## config.mk

```make
export PLATFORM = sky130hd
export DESIGN_NAME = pnq_alpha_quant
export DESIGN_NICKNAME = d
export VERILOG_FILES = /design/src/rtl/palette_nearest_color_quantizer_macros.svh /design/src/rtl/pnq_alpha_quant.sv
export SDC_FILE = /design/constraint.sdc
export NUM_CORES = 1
export LEC_CHECK = 0
export CORE_AREA = 2 2 39 41
export DETAILED_ROUTE_END_ITERATION = 7
export DIE_AREA = 0 0 41 43
export DONT_BUFFER_PORTS = 1
export PLACE_DENSITY = 0.5
export SETUP_SLACK_MARGIN = 0.2
export SLEW_MARGIN = 20
export SYNTH_ARGS = -nofsm -noshare
export SYNTH_HDL_FRONTEND = slang
export SYNTH_SLANG_ARGS = --single-unit
```

## constraint.sdc

```tcl
create_clock -name vclk -period 1.75
set_input_delay 0.35 -clock vclk [all_inputs]
set_output_delay 0.35 -clock vclk [all_outputs]
set_load 0.05 [all_outputs]
```

## src/rtl/palette_nearest_color_quantizer_macros.svh

```systemverilog
// ----------------------------------------------------------------------------
// palette_nearest_color_quantizer assertion macros
// shared concurrent assertion forms, clocked on clk and disabled in reset
// ----------------------------------------------------------------------------
`ifndef PALETTE_NEAREST_COLOR_QUANTIZER_MACROS_SVH
`define PALETTE_NEAREST_COLOR_QUANTIZER_MACROS_SVH

// same-cycle implication
`define PNQ_ASSERT_IMPL(lbl, ante, cons) \
	lbl: assert property (@(posedge clk) disable iff (!arst_n) (ante) |-> (cons)) \
		else $error("pnq assertion failed");

// next-cycle implication
`define PNQ_ASSERT_NEXT(lbl, ante, cons) \
	lbl: assert property (@(posedge clk) disable iff (!arst_n) (ante) |=> (cons)) \
		else $error("pnq assertion failed");

`endif

```

## src/rtl/pnq_alpha_quant.sv

```systemverilog
// ----------------------------------------------------------------------------
// pnq_alpha_quant
// constant lookup from 8-bit alpha to saturated alpha level, rounded up past 3/10 of a step
// ----------------------------------------------------------------------------
module pnq_alpha_quant #(
	parameter int unsigned ALPHA_STEP = 17,
	parameter int unsigned ALPHA_BITS = 4
) (
	input  logic [7:0] alpha,
	output logic [3:0] level
);

	localparam int unsigned ALPHA_LIMIT = (ALPHA_BITS >= 4) ? 15 : ((1 << ALPHA_BITS) - 1);

	logic [3:0] level_lut [256];

	for (genvar i = 0; i < 256; i++) begin : g_lut
		localparam int unsigned Q = i / ALPHA_STEP;
		localparam int unsigned R = i % ALPHA_STEP;
		localparam int unsigned QR = (10 * R > 3 * ALPHA_STEP) ? Q + 1 : Q;
		localparam int unsigned QS = (QR > ALPHA_LIMIT) ? ALPHA_LIMIT : QR;
		assign level_lut[i] = 4'(QS);
	end

	assign level = level_lut[alpha];

endmodule

```

==> key figures <==
Place
  • HPWL Detailed: 752 microns
  • Setup WS pre-CTS: -97.8 ps
  • Placed Area: 430 sq um
  • Input/output buffers: 0
  • Routability congestion estimate from global placement: about 0.74

Global route
  • GRT Overall Usage: a little over an eighth
  • Global-route wire length before repair: around 1700 microns
  • Initial antenna violation count: 0
  • Total grt overflow: 0
  • Number of global-route vias before repair: ~400
  • Largest net degree at the start of global routing: 16

Finish
  • Area growth syn-to-layout: 36.4%
  • Register area: 0 sq um
  • Clock buffer count: 0
  • Final net count: 60
  • FF+latch count: 0
  • Share of layout cells above drive strength 1: 38.0%
  • # fillers: approximately 160
  • Multi-input gate area: between 300 and 400 sq um
  • Ant diodes: 0
  • Final instance area: 502 sq um

Critical path
  • CP max stage cell: a221o_1
  • Crit path max fanout: 11
  • Worst setup SP type: input pin
  • Critical Path AT: around 1400 ps
  • Worst path cell trace: o2111a_1 > o31a_1 > a221o_1 > o31ai_4 > buf_12
  • CP Capture Type: output pin
  • Slowest cell delay on critical path: roughly 350 ps
  • CP startpoint: alpha[0]
  • Worst Path Required: approximately 1400 ps
  • Critical path start-end classification: in2out
  • Worst Path Buf+Inv: 1
  • Crit-path leading delay family: compound AO/OA/AOI/OAI gates

Detailed routing
  • Post-route ant nets: 0
  • # DRC: 0
  • TritonRoute pass-1 iters: 4
  • DR WL/cell: between 15 and 20 microns
  • Via-per-instance ratio: between 6 and 7
  • DRT iter0 DRCs: 3
  • Final WL: around 1100 microns
  • Via count: 421

Worst hold path
  • HP Start: alpha[6]
  • Hold WC Path Type: in2out

Job
  • Max_cap viols: 0

STA
  • Hold Vio Cnt, Final: 0
  • RSZ-0062 raised after global routing: yes
  • Fin Hold WS: a little over 900 ps
  • Slew HR: ~77%
  • Tightest Pin Transition: 344 ps
  • FMAX: around 0.56 GHz
  • Period minus WS final: 1770 ps
  • Final WS setup: -24.0 ps
  • Fin. max-slew vios: 0
  • Final setup vio count: 1
  • Final period util: 101%

Floorplanning
  • Core Footprint: around 1400 sq um
  • Die Wd: a little over 40 microns
  • Die H: 43 microns
  • Die ar.: about 1800 sq um
  • I/O pin cnt: 12
  • Row cnt: 14
  • Starting density of the core: a little over a quarter

Synth
  • Sequential share of the synthesized area: 0%
  • Synthesized area: between 300 and 400 sq um
  • Mux cell area share after synthesis: under 10%
  • Syn Nets: 60
  • Synth top area cells: mux2_2 6.1%, a21oi_1 5.4%, buf_2 5.4%, o211a_1 5.4%, nand4_1 5.1%
  • Yosys top cell area share: about 6.1%
  • Synth Area in Compound Gates: slightly above 50%
  • Area share of fa/ha/maj cells after synthesis: ~2.7%
  • Post-Synth XOR/XNOR Area: 0%
  • Yosys Warn Count: 0
  • Synth area leader: mux2_2
  • Synth Instances: 52
  • Top post-synthesis cells by count: 4 x a21oi_1, 4 x buf_2, 3 x nand2_1, 3 x nand4_1, 3 x nor3_1
  • Mean post-synth cell area: 7.07 sq um
  • Largest family of logic cells by synthesized area: compound AO/OA/AOI/OAI gates
  • Post-Synth Simple-Gate Area: between 20% and 30%
  • Distinct cells, synth: 34

Run status
  • Failing checks: negative setup slack
  • Status: finished with violations

Power and ir drop
  • Overall Power: approximately 0.00013 W
  • Worst vdd ir: 0.0670 mV
  • Lkg Pwr: approximately 0.17 nW
  • PwrDens: 259 nW/um^2

Clock network
  • Hold buffers post-CTS: 0
[report_power, final]
group | switching (W) | internal, W | leakage (nW)
clock network | 0 | 0 | 0
registers | 0 | 0 | 0
logic | 0.0000656 | 0.0000644 | 0.166
total | 0.0000656 | 0.0000644 | 0.166
[per-stage QoR]
stage	setup TNS, ps	utilization (%)	instances
after floorplan	-182	-	52
after global placement	-86.8	31.1	64
after detailed placement	-101	31.1	64
after CTS	-24.4	33.6	65
after global routing	-78.6	36.3	66
final	-24.0	36.3	66
[logic make-up (layout without fill, tap and decap cells)]
family	count (synthesis)	count (layout)
multiplexers	2	2
AND/OR/NAND/NOR	18	18
buffers and inverters	9	7
AO/OA/AOI/OAI	22	22
adder cells (fa/ha/maj)	1	1
[timing repair]
action                                  in CTS  in global routing
buffers inserted                             1                  1
gates resized for setup                      5                  5
endpoints found under the setup margin       2                  4
pin swaps                                    6                  2
[placed cells by master, fill, tap and decap left out, types with 2 or more instances in the layout]
cell / synthesis / routed
buf_12: 0 / 2
o211a_1: 2 / 2
nand2_1: 3 / 2
nor3_1: 3 / 2
nand4_1: 3 / 3
a21oi_1: 4 / 4
o21a_1: 2 / 2
buf_6: 1 / 2
[routing by layer]
layer	track usage [%]	share of wire [%]	up-vias
met3	0	1.6	0
met1	16.8	46	202
met5	0	0	-
met4	1.33	0	0
li1	-	-	212
met2	24.7	53	7
[cell type report]
| class | count | area share, % |
|---|---|---|
| Multi-Input combinational cell | 43 | 79.1 |
| Inverter | 2 | 2.99 |
| Tap cell | 16 | 3.99 |
| Timing Repair Buffer | 5 | 14.0 |
[worst paths after layout]
path       end  slack [ps]  cells after the start
max   level[0]         -20                      5
min   level[2]         930                      1
Note: power is estimated with default switching activity, not from simulation.
