File: config.mk
export PLATFORM = sky130hd
export DESIGN_NAME = pnq_cell
export DESIGN_NICKNAME = d
export VERILOG_FILES = /design/src/rtl/palette_nearest_color_quantizer_macros.svh /design/src/rtl/pnq_pkg.sv /design/src/rtl/pnq_cell.sv
export SDC_FILE = /design/constraint.sdc
export NUM_CORES = 1
export LEC_CHECK = 0
export ABC_AREA = 1
export BUFFER_PORTS_ARGS = -buffer_cell sky130_fd_sc_hd__clkbuf_2
export CAP_MARGIN = 20
export CORE_MARGIN = 2
export CORE_UTILIZATION = 62
export DETAILED_ROUTE_END_ITERATION = 10
export HOLD_SLACK_MARGIN = 0.06
export PLACE_DENSITY = 0.95
export SLEW_MARGIN = 10
export SYNTH_ARGS = -nofsm -noshare
export SYNTH_HDL_FRONTEND = slang
export SYNTH_SLANG_ARGS = --single-unit
export TNS_END_PERCENT = 10
File: constraint.sdc
create_clock -name clk -period 11.1 [get_ports clk]
set_input_delay 2.22 -clock clk [delete_from_list [all_inputs] [get_ports clk]]
set_output_delay 2.22 -clock clk [all_outputs]
set_load 0.01 [all_outputs]
File: src/rtl/palette_nearest_color_quantizer_macros.svh
// ----------------------------------------------------------------------------
// palette_nearest_color_quantizer assertion macros
// shared concurrent assertion forms, clocked on clk and disabled in reset
// ----------------------------------------------------------------------------
`ifndef PALETTE_NEAREST_COLOR_QUANTIZER_MACROS_SVH
`define PALETTE_NEAREST_COLOR_QUANTIZER_MACROS_SVH

// same-cycle implication
`define PNQ_ASSERT_IMPL(lbl, ante, cons) \
	lbl: assert property (@(posedge clk) disable iff (!arst_n) (ante) |-> (cons)) \
		else $error("pnq assertion failed");

// next-cycle implication
`define PNQ_ASSERT_NEXT(lbl, ante, cons) \
	lbl: assert property (@(posedge clk) disable iff (!arst_n) (ante) |=> (cons)) \
		else $error("pnq assertion failed");

`endif

File: src/rtl/pnq_pkg.sv
// ----------------------------------------------------------------------------
// pnq_pkg
// types shared by the palette quantizer cells and top level
// ----------------------------------------------------------------------------
package pnq_pkg;

	typedef enum logic {
		MODE_LOAD  = 1'b0,
		MODE_PIXEL = 1'b1
	} pnq_mode_t;

	localparam int unsigned DIST_W = 10;
	localparam logic [DIST_W-1:0] DIST_INIT = '1;

	typedef struct packed {
		pnq_mode_t  mode;
		logic [7:0] entry_index;
		logic [7:0] red;
		logic [7:0] green;
		logic [7:0] blue;
		logic [7:0] alpha;
	} pnq_in_t;

	typedef struct packed {
		logic [7:0]  color_index;
		logic [3:0]  alpha_level;
		logic [11:0] packed_code;
		logic [9:0]  min_distance;
	} pnq_out_t;

	// what moves from one cell to the next
	typedef struct packed {
		logic              valid;
		pnq_mode_t         mode;
		logic [7:0]        entry_index;
		logic [7:0]        red;
		logic [7:0]        green;
		logic [7:0]        blue;
		logic [3:0]        alpha_level;
		logic [7:0]        best_index;
		logic [DIST_W-1:0] best_dist;
	} pnq_token_t;

endpackage

File: src/rtl/pnq_cell.sv
// ----------------------------------------------------------------------------
// pnq_cell
// one palette entry: takes its own load, scores passing pixels against it
// ----------------------------------------------------------------------------
module pnq_cell import pnq_pkg::*; #(
	parameter logic [7:0] CELL_INDEX = 8'd0
) (
	input  logic       clk,
	input  logic       arst_n,
	input  logic       en,
	input  pnq_token_t tok_in,
	output pnq_token_t tok_out
);

	logic [7:0] red_q, green_q, blue_q;
	pnq_token_t tok_q;
	logic [7:0] ad_r, ad_g, ad_b;
	logic [DIST_W-1:0] sum_dist;
	logic load_hit, take;

	assign ad_r = (tok_in.red   > red_q)   ? tok_in.red   - red_q   : red_q   - tok_in.red;
	assign ad_g = (tok_in.green > green_q) ? tok_in.green - green_q : green_q - tok_in.green;
	assign ad_b = (tok_in.blue  > blue_q)  ? tok_in.blue  - blue_q  : blue_q  - tok_in.blue;
	assign sum_dist = DIST_W'(ad_r) + DIST_W'(ad_g) + DIST_W'(ad_b);

	assign load_hit = tok_in.valid && (tok_in.mode == MODE_LOAD)
		&& (tok_in.entry_index == CELL_INDEX);
	assign take = (tok_in.mode == MODE_PIXEL) && (sum_dist < tok_in.best_dist);

	always_ff @(posedge clk or negedge arst_n) begin
		if (!arst_n) begin
			red_q   <= '0;
			green_q <= '0;
			blue_q  <= '0;
		end else if (en && load_hit) begin
			red_q   <= tok_in.red;
			green_q <= tok_in.green;
			blue_q  <= tok_in.blue;
		end
	end

	always_ff @(posedge clk or negedge arst_n) begin
		if (!arst_n) begin
			tok_q <= '0;
		end else if (en) begin
			tok_q.valid       <= tok_in.valid;
			tok_q.mode        <= tok_in.mode;
			tok_q.entry_index <= tok_in.entry_index;
			tok_q.red         <= tok_in.red;
			tok_q.green       <= tok_in.green;
			tok_q.blue        <= tok_in.blue;
			tok_q.alpha_level <= tok_in.alpha_level;
			tok_q.best_index  <= take ? CELL_INDEX : tok_in.best_index;
			tok_q.best_dist   <= take ? sum_dist : tok_in.best_dist;
		end
	end

	assign tok_out = tok_q;

endmodule

==> results of run 1 <==
==> final timing paths <==
kind	startpoint	end	slack, ns	cells past startpoint
max in group asynchronous	arst_n	tok_out[27]	8.44	1
worst max-delay path	tok_in[30]	tok_out[6]	4.73	28
worst min register to register	tok_out[19]	tok_out[19]	0.47	2
min in group asynchronous	arst_n	tok_out[12]	1.99	1
worst min-delay path	tok_out[19]	tok_out[19]	0.47	2
worst max register to register	green_q[0]	tok_out[6]	6.38	26
==> critical path: cells and delay by family <==
| kind | cells | cell delay [ns] |
|---|---|---|
| fa+ha+maj | 6 | 2.03 |
| simple gates | 16 | 1.74 |
| buf+inv | 5 | 0.38 |
| compound gates | 1 | 0.21 |
==> sequential cells by signal, summed over array words and instances (netlist names) <==
name and flops:
green_q 8, blue_q 8, red_q 8, tok_out 56
==> per-layer routing <==
layer / vias to the layer above / global-route usage / part of all wire
li1: 2959 / - / -
met1: 2706 / 0.3640 / 0.45
met2: 205 / 0.4424 / 0.48
met3: 29 / 0.04824 / 0.057
met4: 0 / 0.07049 / 0.016
met5: - / 0 / 0
==> layout make-up <==
class / instances / area, µm²
multi-input combinational: 640 / 3721
fill: 824 / 2958
sequential: 80 / 2002
timing repair buffer: 115 / 580.6
inverter: 140 / 533.0
tap: 136 / 170.2
clock buffer: 10 / 137.6
clock inverter: 6 / 82.58
==> power breakdown <==
part	switching [mW]	leakage (nW)	internal [mW]	total, mW
sequential	0.0207	1.02	0.328	0.348
combinational	0.272	2.99	0.165	0.437
clock	0.106	0.112	0.132	0.237
total	0.399	4.12	0.624	1.02
==> cells by family (layout without fill, tap and decap cells) <==
kind of cell / after synthesis / after routing
and+or+nand+nor: 439 / 439
buffers and inverters: 166 / 271
AOI/OAI and AO/OA: 104 / 104
DFF: 80 / 80
adders and majority gates: 76 / 76
xor gates and xnor gates: 21 / 21
==> layout by cell type (no fill, tap or decap), types with 2 or more instances in the layout <==
master / n
clkbuf_8: 10
or2_2: 2
dfrtp_1: 80
nand3_2: 5
o21ai_1: 20
o21ai_2: 4
nor2_2: 3
xor2_1: 16
clkbuf_2: 113
nand3_1: 45
nand4_1: 15
nand2_2: 13
inv_2: 3
ha_1: 61
bufinv_16: 2
a21oi_2: 2
or2_1: 7
nor2_1: 21
fa_1: 15
inv_4: 3
buf_4: 2
nand4_2: 2
nand2_1: 317
xnor2_1: 5
o21ai_0: 36
clkinv_2: 3
nor2_4: 2
nand2_4: 2
a21oi_1: 34
inv_1: 134
o21a_1: 6
==> metrics.md, run 1 <==
| Metric | Value |
|---|---|
| Run status | `finished, final reports clean` |
| Final net count | `1121` |
| Most frequent CP cell | `nand2_1` |
| Vias in the first global route | `5440` |
| DRC violations left | `0` |
| Most numerous cell in the Yosys netlist | `nand2_1` |
| Post-synth EDFFs | `0` |
| Worst Setup Path Type | `input pin to register` |
| Gr usage total | `0.2675` |
| CTS tree | `built` |
| Cell taking the most area after synthesis | `dfrtp_1` |
| CP Max Fanout | `18` |
| Mapped cell area | `approximately 6400 µm²` |
| Slew @ Worst Pin | `0.9961 ns` |
| RD Place Congestion | `0.9399` |
| Overflow left after global routing | `0` |
| Required @ worst endpoint | `11.34 ns` |
| Core Region | `10180 µm²` |
| Pre-antenna DRT Iters | `5` |
| Site Rows | `37` |
| VDD IR max | `approximately 0.075 mV` |
| Post-DP HPWL | `around 11000 µm` |
| Area share of the largest cell type after synthesis | `0.3118` |
| Initial DRC count | `500` |
| Post-route cell area | `7227 µm²` |
| Tmin final | `approximately 6.4 ns` |
| Final clock skew | `around 0.0087 ns` |
| H-tree depth | `3` |
| Drt via density | `5.234` |
| Dpl cell area | `7007 µm²` |
| Max Clock Freq | `0.1570 GHz` |
| Synth-to-Final Area Change | `12.57%` |
| Die X | `105.8 µm` |
| WL final | `14350 µm` |
| IO Count | `about 120` |
| CTS Sinks | `80` |
| Total power | `1.023 mW` |
| CTS max path bufs | `2` |
| Share of cells above drive strength 1 | `0.1756` |
| Count of port buffers added during placement | `114` |
| Ys flop type | `dfrtp_1` |
| CP max stage cell | `fa_1` |
| Synth Instances | `between 800 and 900` |
| Max-slew violations | `0` |
| Critical Path Max Stage Delay | `0.46 ns` |
| Adder-Cell Fraction of Synth Area | `0.1657` |
| RSZ-0062 raised after global routing | `false` |
| Distinct cells, synth | `37` |
| Mapped Nets | `slightly above 1000` |
| Crit start category | `input pin` |
| Flops & latches, synth | `80` |
| Setup-failing EPs final | `0` |
| Slack of the critical path | `4.731 ns` |
| Rel. slew slack | `0.3360` |
| Post_cts resized | `0` |
| Initial antenna violation count | `0` |
| Post-synthesis simple-gate area fraction | `0.2968` |
| Starting Density | `0.6303` |
| DP Cell Count | `approximately 1100` |
| Crit end category | `register` |
| Fin cells | `around 1100` |
| Post-CTS setup buffer count | `0` |
| Worst path arrival time | `6.61 ns` |
| Hold buffers post-CTS | `0` |
| Top cells by area, synth | `dfrtp_1 (31%), nand2_1 (19%), ha_1 (12%)` |
| Clk pin slew, worst setup/hold paths | `roughly 0.08 ns` |
| Main combinational cell family by area after synthesis | `simple AND/OR/NAND/NOR gates` |
| Place WS | `4.386 ns` |
| Number of diodes | `0` |
| # Max-Cap Violations | `0` |
| WHS | `0.4733 ns` |
| Syn avg cell area | `~7.2 µm²` |
| Power Dens Cells | `between 100 and 150 nW/µm²` |
| Period utilization | `0.5738` |
| Post-DRT Antenna Nets | `0` |
| Synth cell count leaders | `nand2_1 (317), inv_1 (134), dfrtp_1 (80)` |
| Post-Synth XOR/XNOR Area | `0.02865` |
| First-pass GRT wire length | `24470 µm` |
| Root buf cell | `clkbuf_8` |
| Hold Crit Class | `register to register` |
| Clock latency on the worst-skew pair | `between 0.3 and 0.4 ns` |
| Routed vias | `about 5900` |
| Post-synthesis sequential area ratio | `0.3118` |
| Clock buffer count from CTS | `9` |
| Area fraction in compound gates after synthesis | `0.08770` |
| Wire per inst | `12.73 µm` |
| Finished Core Util | `0.7096` |
| Leakage | `4.118 nW` |
| Synth warnings | `0` |
| Pin count of the biggest net entering global routing | `just over 80` |
| Die Area | `11180 µm²` |
| Hold Vio Cnt, Final | `0` |
| Setup_tns | `0 ns` |
| Vert. Die Dim | `approximately 110 µm` |
| Post-synthesis async set-or-reset flop share | `1.000` |
| Mux share of post-synthesis cell area | `0` |
No activity file was read; power rests on OpenSTA's default activity.
==> run 2: changes to the inputs <==
--- a/config.mk
+++ b/config.mk
@@ -9,10 +9,10 @@
 export BUFFER_PORTS_ARGS = -buffer_cell sky130_fd_sc_hd__clkbuf_2
 export CAP_MARGIN = 20
 export CORE_MARGIN = 2
-export CORE_UTILIZATION = 62
+export CORE_UTILIZATION = 57
 export DETAILED_ROUTE_END_ITERATION = 10
 export HOLD_SLACK_MARGIN = 0.06
-export PLACE_DENSITY = 0.95
+export PLACE_DENSITY = 0.92
 export SLEW_MARGIN = 10
 export SYNTH_ARGS = -nofsm -noshare
 export SYNTH_HDL_FRONTEND = slang
==> constraint.sdc (replaced) <==
create_clock -name clk -period 6.55 [get_ports clk]
set_input_delay 1.31 -clock clk [delete_from_list [all_inputs] [get_ports clk]]
set_output_delay 1.31 -clock clk [all_outputs]
set_load 0.01 [all_outputs]
==> metrics.md, run 2 (same netlist as run 1, synthesis figures left out) <==
| Metric | Value |
|---|---|
| Run status | `finished, final reports clean (unchanged)` |
| Pin count of the biggest net entering global routing | `81 (unchanged)` |
| Critical Path Max Stage Delay | `0.49 ns (was 0.46 ns)` |
| Clock latency on the worst-skew pair | `0.34 ns (was 0.36 ns)` |
| Rel. slew slack | `0.5239 (was 0.3360)` |
| Place WS | `0.7416 ns (was 4.386 ns)` |
| Hold buffers post-CTS | `0 (unchanged)` |
| Setup_tns | `0 ns (unchanged)` |
| CTS tree | `built (unchanged)` |
| DRC violations left | `0 (unchanged)` |
| Initial antenna violation count | `0 (unchanged)` |
| Most frequent CP cell | `nand2_1 (unchanged)` |
| Slew @ Worst Pin | `0.7142 ns (was 0.9961 ns)` |
| Clock buffer count from CTS | `9 (unchanged)` |
| Drt via density | `5.141 (was 5.234)` |
| Final clock skew | `0.006037 ns (was 0.008682 ns)` |
| Hold Crit Class | `register to register (unchanged)` |
| CP max stage cell | `fa_1 (unchanged)` |
| Clock power share | `0.276 (was 0.232)` |
| CTS max path bufs | `2 (unchanged)` |
| Worst Setup Path Type | `input pin to register (unchanged)` |
| Psw | `0.7086 mW (was 0.3986 mW)` |
| Clk pin slew, worst setup/hold paths | `0.06 ns (was 0.08 ns)` |
| Switching share of power | `0.3826 (was 0.3897)` |
| Sequential share of power | `0.319 (was 0.341)` |
| Gate power share | `0.405 (was 0.427)` |
| Pint | `1.143 mW (was 0.6242 mW)` |
| Most frequent cells in the layout | `nand2_1 (317), inv_1 (134), clkbuf_2 (113) (unchanged)` |
| Slack of the critical path | `1.033 ns (was 4.731 ns)` |
| Gr usage total | `0.2424 (was 0.2675)` |
| Commonest non-fill, non-tap cell in the layout | `nand2_1 (unchanged)` |
| Tmin final | `5.517 ns` |
| Synth-to-Final Area Change | `14.75% (was 12.57%)` |
| Overflow left after global routing | `0 (unchanged)` |
| Share of cells above drive strength 1 | `0.1772 (was 0.1756)` |
| Vias in the first global route | `5388 (was 5440)` |
| Final net count | `1123 (was 1121)` |
| Wire per inst | `12.36 µm (was 12.73 µm)` |
| Worst path arrival time | `5.74 ns (was 6.61 ns)` |
| CP Max Fanout | `8 (was 18)` |
| Setup-failing EPs final | `0 (unchanged)` |
| Root buf cell | `clkbuf_16 (was clkbuf_8)` |
| Site Rows | `38 (was 37)` |
| Number of diodes | `0 (unchanged)` |
| IO Count | `115 (unchanged)` |
| WL final | `14000 µm (was 14350 µm)` |
| Die X | `110.1 µm (was 105.8 µm)` |
| RSZ-0062 raised after global routing | `false (unchanged)` |
| Max Clock Freq | `0.1813 GHz` |
| # Max-Cap Violations | `0 (unchanged)` |
| Max-slew violations | `0 (unchanged)` |
| CTS Sinks | `80 (unchanged)` |
| Crit end category | `register (unchanged)` |
| Max FFs per register | `56 (unchanged)` |
| First-pass GRT wire length | `23340 µm (was 24470 µm)` |
| Post_cts resized | `0 (unchanged)` |
| VDD IR max | `0.1846 mV (was 0.07504 mV)` |
| Power Dens Cells | `251.4 nW/µm² (was 141.5 nW/µm²)` |
| Post-CTS setup buffer count | `0 (unchanged)` |
| Post-DP HPWL | `10860 µm (was 10950 µm)` |
| Count of port buffers added during placement | `114 (unchanged)` |
| Core Region | `10940 µm² (was 10180 µm²)` |
| Die Area | `12130 µm² (was 11180 µm²)` |
| Post-DRT Antenna Nets | `0 (unchanged)` |
| H-tree depth | `3 (unchanged)` |
| Vert. Die Dim | `110.1 µm (was 105.8 µm)` |
| Starting Density | `0.5871 (was 0.6303)` |
| Period utilization | `0.8423` |
| Leakage | `4.178 nW (was 4.118 nW)` |
| Pre-antenna DRT Iters | `8 (was 5)` |
| Routed vias | `5825 (was 5899)` |
| Required @ worst endpoint | `6.78 ns (was 11.34 ns)` |
| Crit start category | `input pin (unchanged)` |
| Initial DRC count | `407 (was 500)` |
| RD Place Congestion | `0.9143 (was 0.9399)` |
| Hold Vio Cnt, Final | `0 (unchanged)` |
==> run 2: layout make-up <==
type | count | area, µm²
multi-input combinational | 640 | 3721
fill | 898 | 3568
sequential | 80 | 2002
timing repair buffer | 117 | 628.1
inverter | 140 | 533.0
clock buffer | 10 | 239.0
tap | 140 | 175.2
clock inverter | 6 | 68.82
==> run 2: power by group through the flow <==
stage | sequential, mW | clock (mW) | combinational (mW)
2_1_floorplan | 0.626 | 0 | 0.506
5_1_grt | 0.600 | 0.541 | 0.856
4_1_cts | 0.591 | 0.520 | 0.746
6_report | 0.591 | 0.511 | 0.749
3_3_place_gp | 0.596 | 0 | 0.715
3_5_place_dp | 0.600 | 0 | 0.743
==> run 2: per-stage QoR <==
| step | hold slack (ns) | std cells | instance area, µm² | util | total power [mW] |
|---|---|---|---|---|---|
| 2_1_floorplan | 0.4550 | 886 | 6420 | - | 1.132 |
| 3_3_place_gp | 0.4532 | 1115 | 7012 | 0.6412 | 1.311 |
| 3_5_place_dp | 0.4601 | 1115 | 7012 | 0.6412 | 1.343 |
| 4_1_cts | 0.4750 | 1131 | 7320 | 0.6693 | 1.857 |
| 5_1_grt | 0.5015 | 1133 | 7367 | 0.6737 | 1.998 |
| 6_report | 0.4748 | 1133 | 7367 | 0.6737 | 1.852 |
==> run 2: worst max-delay path, delay by kind of cell <==
kind                       cells  cell delay [ns]
adders and majority gates      6             2.07
buffers and inverters          5             0.42
AOI/OAI and AO/OA              1             0.25
and+or+nand+nor               17             1.68
==> run 2: final timing paths <==
check                                 start           to  slack [ns]  cells past startpoint
worst max-delay path             tok_in[38]   tok_out[4]        1.03                     29
worst min-delay path            tok_out[47]  tok_out[47]        0.47                      2
worst max register to register   green_q[0]   tok_out[4]        1.83                     27
worst min register to register  tok_out[47]  tok_out[47]        0.47                      2
max in group asynchronous            arst_n    blue_q[0]        5.00                      2
min in group asynchronous            arst_n  tok_out[15]        0.94                      1
==> run 2: per-layer routing <==
| metal | wire length [µm] | up-vias | share of wire | GRT usage |
|---|---|---|---|---|
| li1 | - | 2966 | - | - |
| met1 | 6480 | 2661 | 0.46 | 0.3094 |
| met2 | 6590 | 176 | 0.47 | 0.4141 |
| met3 | 679 | 22 | 0.049 | 0.03880 |
| met4 | 248 | 0 | 0.018 | 0.09107 |
| met5 | 0 | - | 0 | 0 |
